## src/hdl/ghi_pkg.sv

```systemverilog
// ---------------------------------------------------------------------------
// ghi_pkg: shared types and constants of the gyro heading integrator
// Field widths, the opcode values and the item record that travels between
// the input stage and the integrator.
// ---------------------------------------------------------------------------
package ghi_pkg;

  // Field and state widths, fixed by the sample and result formats.
  localparam int RATE_W  = 16;
  localparam int TS_W    = 32;
  localparam int ACC_W   = 48;
  localparam int SUM_W   = 24;
  localparam int DRIFT_W = 24;
  localparam int CNT_W   = 7;
  localparam int THR_W   = 24;

  // Dead-band threshold after reset, 0.05 degree in 1/256 LSB-ms units.
  localparam logic [THR_W-1:0] THR_RESET = 24'd1676800;

  // Item opcodes.
  localparam logic OP_CALIB  = 1'b0;
  localparam logic OP_UPDATE = 1'b1;

  // One input item.
  typedef struct packed {
    logic                     opcode;
    logic signed [RATE_W-1:0] rate_sample;
    logic [TS_W-1:0]          timestamp_ms;
  } ghi_item_t;

endpackage

```

## src/hdl/ghi_integ_unit.sv

```systemverilog
// ---------------------------------------------------------------------------
// ghi_integ_unit: rate integration into the heading accumulator
// Measures dt since the last update, forms the drift-corrected step,
// applies the dead-band and adds it into a saturating accumulator.
// ---------------------------------------------------------------------------
module ghi_integ_unit #(
  parameter int DT_BITS = 16
) (
  input  logic                               clk,
  input  logic                               rst,
  input  logic                               fire,
  input  logic signed [ghi_pkg::RATE_W-1:0]  rate,
  input  logic [ghi_pkg::TS_W-1:0]           timestamp,
  input  logic signed [ghi_pkg::DRIFT_W-1:0] drift_q8,
  input  logic [ghi_pkg::THR_W-1:0]          threshold,
  output logic signed [ghi_pkg::ACC_W-1:0]   angle,
  output logic signed [ghi_pkg::ACC_W-1:0]   angle_next
);

  localparam int DIFF_W = ghi_pkg::RATE_W + 9;
  localparam int STEP_W = DIFF_W + DT_BITS + 1;
  localparam int ADD_W  = (STEP_W > ghi_pkg::ACC_W ? STEP_W : ghi_pkg::ACC_W) + 1;
  localparam int TOP_W  = ADD_W - ghi_pkg::ACC_W + 1;
  localparam logic [ghi_pkg::TS_W-1:0] DT_MAX_TS =
    ghi_pkg::TS_W'((64'd1 << DT_BITS) - 64'd1);
  localparam logic [DT_BITS-1:0] DT_MAX = '1;

  logic [ghi_pkg::TS_W-1:0]   last_time;
  logic [ghi_pkg::TS_W-1:0]   dt_raw;
  logic [DT_BITS-1:0]         dt;
  logic signed [DIFF_W-1:0]   rate_ext;
  logic signed [DIFF_W-1:0]   drift_ext;
  logic signed [DIFF_W-1:0]   diff;
  logic signed [DT_BITS:0]    dt_s;
  logic signed [STEP_W-1:0]   step;
  logic [STEP_W-1:0]          step_mag;
  logic signed [STEP_W-1:0]   step_kept;
  logic signed [ADD_W-1:0]    sum;
  logic [TOP_W-1:0]           sum_top;
  logic                       sum_ovf;
  logic signed [ghi_pkg::ACC_W-1:0] sum_sat;

  // Elapsed time since the previous update, saturated.
  assign dt_raw = timestamp - last_time;
  assign dt     = (dt_raw > DT_MAX_TS) ? DT_MAX : dt_raw[DT_BITS-1:0];

  // Drift-corrected rate in Q8 times dt.
  assign rate_ext  = {rate[ghi_pkg::RATE_W-1], rate, 8'b0};
  assign drift_ext = {drift_q8[ghi_pkg::DRIFT_W-1], drift_q8};
  assign diff      = rate_ext - drift_ext;
  assign dt_s      = signed'({1'b0, dt});
  assign step      = diff * dt_s;

  // Dead-band: steps smaller in magnitude than the threshold count as zero.
  assign step_mag  = step[STEP_W-1] ? (~step + 1'b1) : step;
  assign step_kept = (step_mag >= STEP_W'(threshold)) ? step : '0;

  // Saturating accumulate: overflow when the top bits disagree.
  assign sum     = ADD_W'(angle) + ADD_W'(step_kept);
  assign sum_top = sum[ADD_W-1 -: TOP_W];
  assign sum_ovf = (|sum_top) && !(&sum_top);
  always_comb begin
    if (!sum_ovf) begin
      sum_sat = sum[ghi_pkg::ACC_W-1:0];
    end else if (sum[ADD_W-1]) begin
      sum_sat = {1'b1, {(ghi_pkg::ACC_W-1){1'b0}}};
    end else begin
      sum_sat = {1'b0, {(ghi_pkg::ACC_W-1){1'b1}}};
    end
  end

  assign angle_next = fire ? sum_sat : angle;

  // Accumulator and time of the last update.
  always_ff @(posedge clk) begin
    if (rst) begin
      angle     <= '0;
      last_time <= '0;
    end else if (fire) begin
      angle     <= sum_sat;
      last_time <= timestamp;
    end
  end

endmodule

```

## config.mk

```make
export PLATFORM = sky130hd
export DESIGN_NAME = ghi_integ_unit
export DESIGN_NICKNAME = d
export VERILOG_FILES = /design/src/hdl/ghi_pkg.sv /design/src/hdl/ghi_integ_unit.sv
export SDC_FILE = /design/constraint.sdc
export NUM_CORES = 2
export LEC_CHECK = 0
export BUFFER_PORTS_ARGS = -buffer_cell sky130_fd_sc_hd__buf_4
export CORE_ASPECT_RATIO = 1.2
export CORE_MARGIN = 2
export CORE_UTILIZATION = 57
export CTS_CLUSTER_SIZE = 10
export DETAILED_ROUTE_END_ITERATION = 12
export GPL_TIMING_DRIVEN = 0
export PLACE_DENSITY_LB_ADDON = 0.3
export SYNTH_ARGS = -nofsm -noshare
export SYNTH_HDL_FRONTEND = slang
export SYNTH_SLANG_ARGS = --single-unit
```

## constraint.sdc

```tcl
create_clock -name clk -period 17.5 [get_ports clk]
set_input_delay 0.875 -clock clk [delete_from_list [all_inputs] [get_ports clk]]
set_output_delay 0.875 -clock clk [all_outputs]
set_load 0.005 [all_outputs]
```

==> out/metrics.cfg <==
[setup_path]
crit_top_cell=fa_1
slowest_stage=fa_1
crit_type=in2out
r2r_end=angle[25]
ff2ff_path_depth=69
cp_slowest_stage_delay_ns=0.58
timing.rr.start=last_time[14]
end_kind=output pin
cp-start-kind=primary input
worstPathMaxFanout=12
critPathRequiredTime_ns=16.62
arrival_ns=16.21
r2r_slack_ns=1.78

[placement]
gp_congestion=0.990
io_buffer_count=192
dp_hpwl_um=64100
dp_slack_ns=-4.47

[routing]
routed_via_density=5.87
first_pass_iters=5
drc=0
drtIter0Drc=1913
routedWlPerCell_um=19.0
vias=24200
drt-total-wl_um=78300
antenna_left=0

[finish]
antenna_cells=0
area_delta_synth_final_pct=16.0
drive_gt1_share_pct=15.2
layout.nets=4231
n_fill_cell=3821

[synth]
syn_area_per_cell_um2=7.97
synthAdderAreaFrac_pct=41.3
syn-num-nets=3979
syn_area_um2=26000
synth_top_family_by_area=adder cells
synth_xor_xnor_area_share_pct=5.21
synth_enable_flop_cells=0
ys_warn_count=0
synthDistinctLibCells=92
synth-seq-area-share_pct=6.16
synth_compound_area_share_pct=17.2
ys_ff_latch=80
synthFlopType=dfxtp_1
synthArstFlopShare_pct=0
synthSimpleGateAreaFrac_pct=18.0
synth_mux_area_share_pct=2.05
postSynthCellCount=3263

[global_route]
antenna_found_initial=0
grt_first_pass_wirelength_um=124000
gr-total-overflow=0
grt_pass1_vias=23700
grt_usage_pct=33.3
grt_max_degree=15

[hold_path]
hold_path_depth=2
min_to=last_time[20]
hold_path.startpoint=last_time[20]
hold_path_class=reg2reg

[clock_network]
cts_tree=yes
clk_pin_slew_worst_paths_ns=0.07
clockRootBuffer=clkbuf_16
ctsLongestPathBuffers=2
clock_sinks=80
ctsHoldBuffers=0
cts_inserted_buffers=9
clock_latency_ns=0.38
htree_levels=3

[die]
start_util_pct=57.8
core-area_um2=45000
die_h_um=238
row_count=85
io_pins=195
die_x_um=199
die_area_um2=47300

[sta]
finalClockSkew_ns=0.0193
fmax_mhz=58.5
relSlewSlack_pct=-5.36
tightest_slew_ns=1.57
slew_violations=9
fin_tns_setup_ns=0
setup_slack_ns=0.414
finalSetupViolations=0
finalCritPeriodShare_pct=97.6
fin_crit_ns=17.09
hold_violations=0

[outcome]
status=finished with violations
violations=capacitance limit, slew limit

[job]
maxCapViolations=1

==> synth_stat cells, types with 18 or more instances <==
library cell / n / area share [%]
ha_1: 224 / 11
dfxtp_1: 80 / 6.2
and3_1: 26 / 0.63
o211ai_1: 24 / 0.69
fa_1: 393 / 30
mux2i_1: 42 / 1.6
o2bb2ai_1: 24 / 0.81
nand2b_1: 24 / 0.58
buf_2: 22 / 0.42
a21o_1: 77 / 2.2
o21bai_1: 18 / 0.52
a31oi_1: 33 / 0.79
clkbuf_1: 111 / 1.6
nand4_1: 22 / 0.53
inv_1: 538 / 7.8
nor2b_1: 63 / 1.5
a21oi_1: 218 / 4.2
nor3_1: 38 / 0.73
and2_1: 36 / 0.87
nand2_1: 347 / 5.0
a211oi_1: 19 / 0.55
nand3_1: 52 / 1.0
o21a_1: 29 / 0.84
o21ai_0: 92 / 1.8
xnor2_1: 94 / 3.2
xor2_1: 55 / 1.9
nor2_1: 290 / 4.2
==> kinds of logic after synthesis <==
group / Yosys count
compound gates: 673
xor+xnor: 152
fa+ha+maj: 623
buf+inv: 681
flops: 80
mux: 52
simple gates: 1002
==> worst max-delay path: cells and delay by family <==
family	cells	cell delay, ns
AO/OA/AOI/OAI	25	5.42
XOR/XNOR	3	0.46
adder cells (fa/ha/maj)	11	4.78
buffers and inverters	15	2.14
multiplexers	1	0.30
AND/OR/NAND/NOR	14	2.22
==> cell type report <==
| cell class | count | area [um^2] | area share [%] |
|---|---|---|---|
| multi-input combinational | 2503 | 22600 | 75.0 |
| inverter | 538 | 2030 | 6.73 |
| timing repair buffer | 254 | 2000 | 6.63 |
| sequential | 80 | 1600 | 5.31 |
| buffer | 129 | 841 | 2.79 |
| tap | 609 | 762 | 2.53 |
| clock buffer | 11 | 253 | 0.838 |
| clock inverter | 5 | 63.8 | 0.212 |
==> repair_timing <==
action | 4_1_cts | 5_1_grt
pin swaps | 20 | 52
buffers inserted | 20 | 39
endpoints found under the setup margin | 96 | 65
resized for setup | 157 | 188
cloned | 1 | 3
==> state kept, by name (all words and copies together) (netlist names) <==
name	flops
angle	48
last_time	32
==> cell usage in the layout (no fill, tap or decap), drive strengths merged, types with 27 or more instances in the layout <==
cell type and instances:
inv 536, and3 27, a21o 77, dfxtp 80, nor2 303, clkbuf 91
a21oi 219, xor2 56, nand2 347, fa 393, mux2i 42, nor2b 63
xnor2 96, and2 36, ha 224, buf 303, nand3 52, nor3 41
a31oi 33, o21ai 100, o21a 29
==> through the flow <==
| stage | instances | util, % | cell area, um^2 | hold slack, ns |
|---|---|---|---|---|
| floorplan | 3263 | - | 26000 | 0.460 |
| global placement | 4064 | 62.7 | 28200 | 0.473 |
| detailed placement | 4064 | 62.7 | 28200 | 0.483 |
| CTS | 4091 | 64.9 | 29200 | 0.501 |
| global route | 4129 | 67.1 | 30200 | 0.523 |
| finish | 4129 | 67.1 | 30200 | 0.494 |
==> worst max-delay path by stage <==
stage	start	to	slack, ns	depth (start not counted)
global route	timestamp[0]	angle_next[36]	-0.11	73
finish	timestamp[14]	angle_next[36]	0.41	69
detailed placement	drift_q8[0]	angle_next[45]	-4.47	75
floorplan	drift_q8[0]	angle_next[27]	0.06	74
global placement	drift_q8[0]	angle_next[27]	-4.39	75
CTS	drift_q8[0]	angle_next[45]	0.004	75
==> routing by layer <==
layer	global-route usage (%)	share of wire, %
met5	0	0
met3	4.48	8.0
met1	43.4	40
met4	15.3	5.6
met2	55.2	47
Power is left out: the tool's default activity adds up to more than one toggle a clock period on the data nets, which glitch-free logic cannot reach.
