File: config.mk
export PLATFORM = sky130hd
export DESIGN_NAME = ghi_input_stage
export DESIGN_NICKNAME = d
export VERILOG_FILES = /design/src/hdl/ghi_pkg.sv /design/src/hdl/ghi_input_stage.sv
export SDC_FILE = /design/constraint.sdc
export NUM_CORES = 1
export LEC_CHECK = 0
export BUFFER_PORTS_ARGS = -buffer_cell sky130_fd_sc_hd__buf_2
export CAP_MARGIN = 20
export CORE_ASPECT_RATIO = 1.1
export CORE_MARGIN = 3
export CORE_UTILIZATION = 40
export CTS_BUF_LIST = sky130_fd_sc_hd__clkbuf_4 sky130_fd_sc_hd__clkbuf_8
export CTS_CLUSTER_DIAMETER = 60
export DETAILED_ROUTE_END_ITERATION = 12
export GPL_TIMING_DRIVEN = 0
export PLACE_DENSITY = 0.84
export RECOVER_POWER = 50
export SLEW_MARGIN = 20
export SYNTH_ARGS = -nofsm -noshare
export SYNTH_HDL_FRONTEND = slang
export SYNTH_SLANG_ARGS = --single-unit
export TNS_END_PERCENT = 1
File: constraint.sdc
create_clock -name clk -period 1.8 [get_ports clk]
set_clock_uncertainty 0.1 [all_clocks]
set_input_delay 0.09 -clock clk [delete_from_list [all_inputs] [get_ports clk]]
set_output_delay 0.09 -clock clk [all_outputs]
set_load 0.02 [all_outputs]
File: src/hdl/ghi_pkg.sv
// ---------------------------------------------------------------------------
// ghi_pkg: shared types and constants of the gyro heading integrator
// Field widths, the opcode values and the item record that travels between
// the input stage and the integrator.
// ---------------------------------------------------------------------------
package ghi_pkg;

  // Field and state widths, fixed by the sample and result formats.
  localparam int RATE_W  = 16;
  localparam int TS_W    = 32;
  localparam int ACC_W   = 48;
  localparam int SUM_W   = 24;
  localparam int DRIFT_W = 24;
  localparam int CNT_W   = 7;
  localparam int THR_W   = 24;

  // Dead-band threshold after reset, 0.05 degree in 1/256 LSB-ms units.
  localparam logic [THR_W-1:0] THR_RESET = 24'd1676800;

  // Item opcodes.
  localparam logic OP_CALIB  = 1'b0;
  localparam logic OP_UPDATE = 1'b1;

  // One input item.
  typedef struct packed {
    logic                     opcode;
    logic signed [RATE_W-1:0] rate_sample;
    logic [TS_W-1:0]          timestamp_ms;
  } ghi_item_t;

endpackage

File: src/hdl/ghi_input_stage.sv
// ---------------------------------------------------------------------------
// ghi_input_stage: input register of the heading integrator
// Holds one accepted item until the result register can take its result.
// ---------------------------------------------------------------------------
module ghi_input_stage (
  input  logic              clk,
  input  logic              rst,
  input  logic              in_valid,
  output logic              in_ready,
  input  ghi_pkg::ghi_item_t item_in,
  input  logic              advance,
  output logic              held_valid,
  output ghi_pkg::ghi_item_t item
);

  // The stage is free when empty or when its item moves on this cycle.
  assign in_ready = !held_valid || advance;

  // Valid flag of the held item.
  always_ff @(posedge clk) begin
    if (rst) begin
      held_valid <= 1'b0;
    end else if (in_ready) begin
      held_valid <= in_valid;
    end
  end

  // Payload capture on each accepted transaction.
  always_ff @(posedge clk) begin
    if (in_valid && in_ready) begin
      item <= item_in;
    end
  end

endmodule

==> impl_metrics.csv, run 1 <==
group,metric,value,unit
synthesis,synth_mux_area_frac,0,
floorplan,dieWidth,64.90,um
timing,hold_viol,0,
synthesis,yosys_warnings,0,
floorplan,initial_utilization,0.4366,
worst_setup_path,cp.required,1.71,ns
grt,grt_overflow_total,0,
drt,avgRoutedWirePerCell,17.28,um
timing,fmax,676.0,MHz
grt,antenna_found_initial,0,
placed_design,numPortBuffers,103,
power,powerDensity,895.9,nW/um2
synthesis,synth_compound_area_frac,0.005738,
placed_design,dp_hpwl,2460,um
synthesis,yosysSeqAreaShare,0.9770,
synthesis,syn_avg_cell_area,28.27,um2
grt,grt_usage,0.2137,
cts,cts_tree,"done",
power,leakagePower,1.087,nW
synthesis,synth_adder_area_share,0,
floorplan,die_area,4594,um2
worst_setup_path,rr_worst_depth,2,
grt,grt_first_pass_wirelength,6831,um
worst_setup_path,cp_max_fo,49,
status,status,"finished clean",
placed_design,place_congestion,0.6624,
timing,maxSlewHeadroom,0.5982,
synthesis,netlist_instances,54,
floorplan,ioPinCount,104,
timing,rsz0062_at_grt,"false",
floorplan,coreArea,3496,um2
timing,tightest_slew,0.6028,ns
drt,dr.first_iter.drc_count,26,
synthesis,synth-simple-area-share,0.01475,
grt,grt_pass1_vias,1372,
drt,vias,1201,
timing,maxSlewViolCount,0,
min_path,min_path_type,"input pin to flop",
timing,tns,0,ns
timing,period_minus_slack,1.479,ns
cts,cts.sinks,50,
timing,finalSetupViolCount,0,
floorplan,die_y,70.79,um
synthesis,syn-cell-area,1526,um2
cts,clockBufferDepth,2,
cts,htree_num_levels,2,
synthesis,syn_nets,107,
drt,ant_nets,0,
synthesis,ys_ff_latch,50,
drt,postRouteWirelength,4562,um
drt,drc,0,
cts,root_buffer,"clkbuf_4",
synthesis,synth_top_family_by_area,"simple AND/OR/NAND/NOR gates",
floorplan,num_rows,22,
layout,utilization,0.7620,
layout,nets,268,
cts,cts_resized,0,
worst_setup_path,crit_path_end_kind,"flop",
worst_setup_path,critPathArrivalTime,1.39,ns
synthesis,synth_cell_type_count,6,
power,ir_drop,0.0007478,V
grt,grt_max_degree,50,
min_path,min_delay_path_depth,2,
flow_run,max-cap-violations,0,
timing,fin_crit_sh,0.8218,
layout,layout_commonest_cell,"buf_2",
layout,area_delta_synth_final,74.51,%
synthesis,synth_xor_area_frac,0,
drt,viasPerCell,4.549,
worst_setup_path,crit_type,"flop to flop",
cts,cts.clk_slew.worst_paths,0.14,ns
worst_setup_path,critPathLaunchType,"flop",
drt,dr.pass1.iters,5,
layout,num_antenna_cells,0,
cts,clk_latency,0.37,ns
layout,drive_above_1_share,0.3889,
layout,layout_common_cells,"buf_2 (73), dlygate4sd3_1 (51), edfxtp_1 (49), clkbuf_1 (30), clkbuf_4 (6)",
cts,cts_made_buffers,5,
## worst max-delay path, cell delays in order, from the launching register on
cell and delay [ns]:
dfxtp_1 0.37, nand2b_4 0.09, and2_4 0.54
## layer usage
metal / up-vias / part of all wire / track usage
met3: 19 / 0.12 / 0.1000
met5: - / 0 / 0
met2: 89 / 0.50 / 0.3511
met1: 560 / 0.34 / 0.2120
li1: 533 / - / -
met4: 0 / 0.035 / 0.1455
## kinds of logic (layout without fill, tap and decap cells)
| family | count (synthesis) | after routing |
|---|---|---|
| AOI/OAI and AO/OA | 1 | 1 |
| DFF | 50 | 50 |
| and+or+nand+nor | 2 | 2 |
| buffers and inverters | 1 | 163 |
## cell type report
class / count / area (um2)
sequential: 50 / 1491
timing repair buffer: 154 / 988.4
fill: 226 / 832.0
tap: 48 / 60.06
clock buffer: 7 / 58.81
multi-input combinational: 3 / 31.28
clock inverter: 1 / 30.03
inverter: 1 / 3.754
## synth_stat cells
cell type,number,area (um2)
edfxtp_1,49,1471
a21oi_2,1,8.760
and2_4,1,8.760
dfxtp_1,1,20.02
inv_1,1,3.750
nand2b_4,1,13.76
## path summary, 6_finish.rpt
| kind | from | end | slack [ns] |
|---|---|---|---|
| max | held_valid$_SDFFE_PP0P_ | item[7]$_DFFE_PP_ | 0.32 |
| min | in_valid | item[42]$_DFFE_PP_ | 0.26 |
| max reg2reg | held_valid$_SDFFE_PP0P_ | item[7]$_DFFE_PP_ | 0.32 |
| min reg2reg | held_valid$_SDFFE_PP0P_ | item[42]$_DFFE_PP_ | 0.96 |
## sequential cells by signal, indices dropped and copies added, names as in the netlist
signal and flops:
held_valid 1, item 49
## per-stage QoR
stage	area [um2]	power (W)	cells	setup slack, ns	hold slack [ns]
final	2664	0.002386	264	0.3207	0.2571
after global routing	2664	0.002469	264	0.2447	0.2835
after CTS	2701	0.002403	264	0.3428	0.2618
after detailed placement	2102	0.001644	205	0.3602	0.1585
after global placement	2102	0.001633	205	0.4034	0.1515
after floorplan	1526	0.001517	54	0.3449	0.05244
## report_power, final
part / switching, W / internal [W]
sequential: 0.0000226 / 0.00136
combinational: 0.000174 / 0.000148
clock: 0.000336 / 0.000347
## what timing repair did
item | CTS | global route
hold buffers | 51 | 0
setup buffers | 0 | 0
endpoints found under the hold margin | 50 | 0
(Power assumes the default switching activity.)
==> run 2, diff against run 1 <==
- CORE_UTILIZATION: 40 -> 38
- PLACE_DENSITY: 0.84 -> 0.83
- clock period: 1.8 -> 1.23 ns (I/O delays scaled with it)
==> run 2 against run 1 <==
The run now ends with negative hold slack, negative setup slack left. Largest power group unchanged. Core utilization fell by 3.9 points. Highest routed layer unchanged. Critical path depth did not move. Wire length fell by 1.6%. Sequential cell count did not move. Combinational power rose by 51%. Sequential share of layout area fell by 0.74 points. Die area rose by 4.8%. First-iteration DRC count rose by 15%. Clock power rose by 33%.
==> impl_metrics.csv, run 2 (synthesis gave the netlist of run 1 again) <==
group,metric,value,unit
status,status,"complete, but fails checks",
status,violations,"negative hold slack, negative setup slack",
timing,tns,-0.0003707,ns
timing,finalSetupViolCount,2,
layout,area_delta_synth_final,77.30,%
grt,grt_first_pass_wirelength,6706,um
cts,clk_latency,0.29,ns
power,switchingPower,0.0007857,W
cts,cts.sinks,50,
worst_setup_path,crit_type,"flop to flop",
drt,avgRoutedWirePerCell,16.76,um
power,intPower,0.002632,W
drt,ant_nets,0,
floorplan,ioPinCount,104,
placed_design,pre_cts_ws,-0.2131,ns
worst_setup_path,crit_path_end_kind,"flop",
grt,grt_max_degree,26,
layout,largest_register_ff_count,49,
grt,antenna_found_initial,0,
placed_design,place_congestion,0.7002,
cts,cts_made_buffers,5,
floorplan,die_area,4815,um2
layout,top_register,"item",
grt,grt_usage,0.1927,
timing,period_minus_slack,1.230,ns
cts,clockBufferDepth,2,
grt,grt_overflow_total,0,
worst_setup_path,reg2reg_from,"held_valid$_SDFFE_PP0P_",
worst_setup_path,critPathLaunchType,"flop",
grt,grt.busiest_layer,"met2",
timing,holdWs,-0.005343,ns
drt,dr.first_iter.drc_count,30,
drt,postRouteWirelength,4491,um
cts,hold_buffers,51,
floorplan,coreArea,3741,um2
layout,nFillCells,255,
floorplan,die_y,72.48,um
timing,rsz0062_at_grt,"true",
timing,tightest_slew,0.3040,ns
grt,use_met1,0.2334,
grt,use_met3,0.08824,
layout,num_antenna_cells,0,
grt,grt_pass1_vias,1362,
cts,cts.clk_slew.worst_paths,0.08,ns
drt,viasPerCell,4.418,
grt,met2_usage,0.3087,
min_path,min_path_type,"input pin to flop",
timing,maxSlewHeadroom,0.7973,
timing,fin_crit_sh,1.000,
power,comb_power_share,0.143,
power,leakagePower,1.143,nW
cts,root_buffer,"clkbuf_8",
timing,hold_viol,1,
timing,fmax,812.8,MHz
worst_setup_path,critPathArrivalTime,1.10,ns
drt,dr.pass1.iters,4,
layout,drive_above_1_share,0.4817,
min_path,min_from,"advance",
layout,nets,270,
layout,layout_commonest_cell,"buf_2",
timing,setup_ws,-0.0003002,ns
cts,htree_num_levels,2,
timing,maxSlewViolCount,0,
worst_setup_path,cp.required,1.10,ns
layout,largestRegisters,"item (49), held_valid (1)",
power,pwr-share-clk,0.266,
placed_design,numPortBuffers,103,
layout,multiInputGateArea,47.55,um2
power,powerDensity,1263,nW/um2
worst_setup_path,startpoint,"held_valid$_SDFFE_PP0P_",
cts,cts_setup_buffers,0,
floorplan,dieWidth,66.43,um
power,swShare,0.2299,
flow_run,max-cap-violations,0,
drt,drc,0,
layout,utilization,0.7234,
layout,seqCellArea,1495,um2
floorplan,initial_utilization,0.4080,
worst_setup_path,cp_max_fo,24,
drt,vias,1184,
floorplan,num_rows,23,
layout,layout_common_cells,"buf_2 (91), dlygate4sd3_1 (51), edfxtp_1 (49), clkbuf_1 (10), clkbuf_8 (5)",
power,ir_drop,0.0009113,V
cts,cts_tree,"done",
power,p_seq_frac,0.591,
[run 2: layer usage]
layer,wire (um),up-vias,part of all wire
met5,0,-,0
met4,52,0,0.012
met3,556,8,0.12
met2,2166,90,0.48
met1,1715,548,0.38
li1,-,538,-
[run 2: layout make-up]
cell class	count	area share
multi-input combinational	5	0.01757
clock inverter	2	0.003236
inverter	1	0.001387
clock buffer	6	0.02820
tap	50	0.02312
sequential	50	0.5525
timing repair buffer	154	0.3740
[run 2: metrics by stage]
step | cells | area [um2] | hold WS, ns | power, W
final | 268 | 2706 | -0.005343 | 0.003418
after global routing | 268 | 2706 | -0.01819 | 0.003539
after CTS | 267 | 2713 | -0.04879 | 0.003416
after detailed placement | 207 | 2108 | 0.1173 | 0.002405
after global placement | 207 | 2108 | 0.1133 | 0.002391
after floorplan | 54 | 1530 | 0.01477 | 0.002220
[run 2: worst max-delay path, cell delays in order, from the launching register on]
cell,delay [ns]
dfxtp_4,0.36
nand2b_4,0.10
and2_4,0.35
[run 2: path summary, 6_finish.rpt]
check                                                to  slack, ns  depth (start not counted)
worst min register to register  held_valid$_SDFFE_PP0P_       0.46                          2
worst max register to register        item[7]$_DFFE_PP_    -0.0003                          2
worst min-delay path            held_valid$_SDFFE_PP0P_     -0.005                          3
worst max-delay path                  item[7]$_DFFE_PP_    -0.0003                          2
[run 2: timing repair]
| item | CTS | global route |
|---|---|---|
| gates cloned | 1 | 1 |
| gates resized for setup | 1 | 0 |
| hold endpoints to repair | 50 | 1 |
| setup endpoints to repair | 49 | 49 |
[run 2: power by group through the flow]
stage          clock (W)  sequential [W]  combinational (W)
2_1_floorplan          0         0.00218          0.0000399
3_3_place_gp           0         0.00205           0.000344
3_5_place_dp           0         0.00205           0.000354
4_1_cts         0.000920         0.00201           0.000483
5_1_grt         0.000991         0.00203           0.000520
6_report        0.000910         0.00202           0.000489
==> run 3, diff against run 2 <==
- BUFFER_PORTS_ARGS: -buffer_cell sky130_fd_sc_hd__buf_2 -> unset
- CORE_UTILIZATION: 38 -> 40
- DONT_BUFFER_PORTS: unset -> 1
- PLACE_DENSITY: 0.83 -> 0.62
==> run 3 against run 2 <==
Critical endpoint is now item[34]$_DFFE_PP_. Global-route usage shrank 5.7 points. Clock power is essentially flat. Cell count is 38% lower. Largest cell class unchanged. Sequential cell count unchanged. The run now ends clean. Sequential power increased by 6%. Wire length down 34%.
==> impl_metrics.csv, run 3 (synthesis gave the netlist of run 1 again) <==
group,metric,value,unit
floorplan,dieWidth,64.90,um
grt,grt_max_degree,26,
floorplan,die_area,4594,um2
drt,ant_nets,0,
layout,layout_commonest_cell,"dlygate4sd3_1",
drt,viasPerCell,4.566,
layout,largestRegisters,"item (49), held_valid (1)",
min_path,min_from,"item_in[36]",
placed_design,place_congestion,0.6307,
timing,maxSlewHeadroom,0.8480,
worst_setup_path,r2r_end,"item[34]$_DFFE_PP_",
cts,clk_latency,0.34,ns
power,comb_power_share,0.061,
grt,antenna_found_initial,0,
layout,top_register,"item",
timing,hold_viol,0,
power,swShare,0.2117,
worst_setup_path,reg2reg_slack,0.02,ns
power,switchingPower,0.0006911,W
drt,dr.pass1.iters,4,
status,status,"finished clean",
placed_design,pre_cts_ws,-0.3029,ns
cts,root_buffer,"clkbuf_4",
layout,layout_common_cells,"dlygate4sd3_1 (53), edfxtp_1 (49), clkbuf_4 (6), and2_4 (4)",
drt,drc,0,
floorplan,num_rows,22,
power,ir_drop,0.0009161,V
floorplan,coreArea,3496,um2
worst_setup_path,cp.required,1.19,ns
timing,setup_ws,0.02439,ns
power,leakagePower,0.7792,nW
power,p_seq_frac,0.660,
drt,avgRoutedWirePerCell,17.94,um
timing,maxSlewViolCount,0,
cts,htree_num_levels,2,
drt,dr.first_iter.drc_count,26,
grt,grt_usage,0.1354,
worst_setup_path,crit_path_end_kind,"flop",
floorplan,die_y,70.79,um
min_path,min_path_type,"input pin to flop",
layout,drive_above_1_share,0.1271,
cts,cts.sinks,50,
worst_setup_path,reg2reg_from,"held_valid$_SDFFE_PP0P_",
worst_setup_path,critPathArrivalTime,1.17,ns
layout,largest_register_ff_count,49,
grt,grt_overflow_total,0,
floorplan,initial_utilization,0.4366,
cts,cts_setup_buffers,0,
power,powerDensity,1464,nW/um2
layout,area_delta_synth_final,46.07,%
drt,postRouteWirelength,2978,um
floorplan,ioPinCount,104,
timing,fmax,829.5,MHz
drt,vias,758,
timing,finalSetupViolCount,0,
timing,fin_crit_sh,0.9802,
layout,utilization,0.6378,
cts,cts.clk_slew.worst_paths,0.13,ns
min_path,hold_path_end,"item[36]$_DFFE_PP_",
grt,grt_pass1_vias,789,
min_path,min_delay_path_depth,1,
layout,nets,170,
power,p_total,0.003264,W
cts,cts_made_buffers,5,
worst_setup_path,cp_max_fo,13,
cts,clockBufferDepth,2,
power,intPower,0.002573,W
layout,num_antenna_cells,0,
timing,rsz0062_at_grt,"true",
worst_setup_path,crit_type,"flop to flop",
worst_setup_path,rr_worst_depth,2,
timing,tightest_slew,0.2285,ns
flow_run,max-cap-violations,0,
power,pwr-share-clk,0.279,
timing,period_minus_slack,1.206,ns
placed_design,numPortBuffers,0,
grt,grt_first_pass_wirelength,4291,um
cts,cts_tree,"done",
worst_setup_path,critPathLaunchType,"flop",
[run 3: changes by cell type in the layout (fill, tap and decap cells not counted), moves of 2 or more]
cell / change
buf_2: -91
clkbuf_4: +5
dlygate4sd3_1: +2
clkbuf_1: -10
clkbuf_8: -5
and2_4: +2
[run 3: worst max-delay path by stage]
stage                                        from                 end  slack [ns]  cells past startpoint
after global placement    held_valid$_SDFFE_PP0P_   item[1]$_DFFE_PP_       -0.27                      2
after CTS                 held_valid$_SDFFE_PP0P_  item[25]$_DFFE_PP_       -0.09                      2
after global routing      held_valid$_SDFFE_PP0P_  item[11]$_DFFE_PP_       -0.03                      2
after detailed placement  held_valid$_SDFFE_PP0P_  item[21]$_DFFE_PP_       -0.30                      2
final                     held_valid$_SDFFE_PP0P_  item[34]$_DFFE_PP_        0.02                      2
after floorplan           held_valid$_SDFFE_PP0P_   item[0]$_DFFE_PP_       -0.17                      2
[run 3: layer usage]
| layer | global-route usage | wire length [um] |
|---|---|---|
| met5 | 0 | 0 |
| met4 | 0.06338 | 15 |
| met3 | 0.08254 | 288 |
| met2 | 0.2318 | 1659 |
| met1 | 0.1258 | 1014 |
[run 3: critical path, cell delays in order (launching register included)]
cell and delay (ns):
dfxtp_4 0.40, nand2b_4 0.15, and2_4 0.27
[run 3: power groups by stage]
stage | clock, W | combinational (W) | sequential [W]
2_1_floorplan | 0 | 0.0000399 | 0.00218
3_3_place_gp | 0 | 0.0000478 | 0.00220
3_5_place_dp | 0 | 0.0000504 | 0.00220
4_1_cts | 0.000955 | 0.000186 | 0.00216
5_1_grt | 0.00103 | 0.000218 | 0.00216
6_report | 0.000911 | 0.000200 | 0.00215
[run 3: stage by stage]
step,std cells,hold slack (ns),setup TNS [ns],instance area (um2)
after global placement,102,0.01710,-13.32,1590
after detailed placement,102,0.01849,-14.74,1590
after global routing,166,0.1843,-0.7178,2230
after floorplan,54,0.01477,-8.367,1530
after CTS,163,0.01243,-4.029,2202
final,166,0.2212,0,2230
[run 3: area by class of cell]
| class | instances | area [um2] |
|---|---|---|
| clock buffers | 6 | 45.04 |
| clock inverters | 2 | 37.54 |
| fillers | 253 | 1266 |
| inverters | 1 | 3.754 |
| multi-input cells | 6 | 57.56 |
| flip-flops and latches | 50 | 1495 |
| well taps | 48 | 60.06 |
| repair buffers | 53 | 530.5 |
[run 3: timing repair]
item	4_1_cts	5_1_grt
gates resized for setup	1	2
gates cloned	1	2
endpoints found under the setup margin	49	49
endpoints found under the hold margin	50	49
hold buffers	52	1
pin swaps	2	2
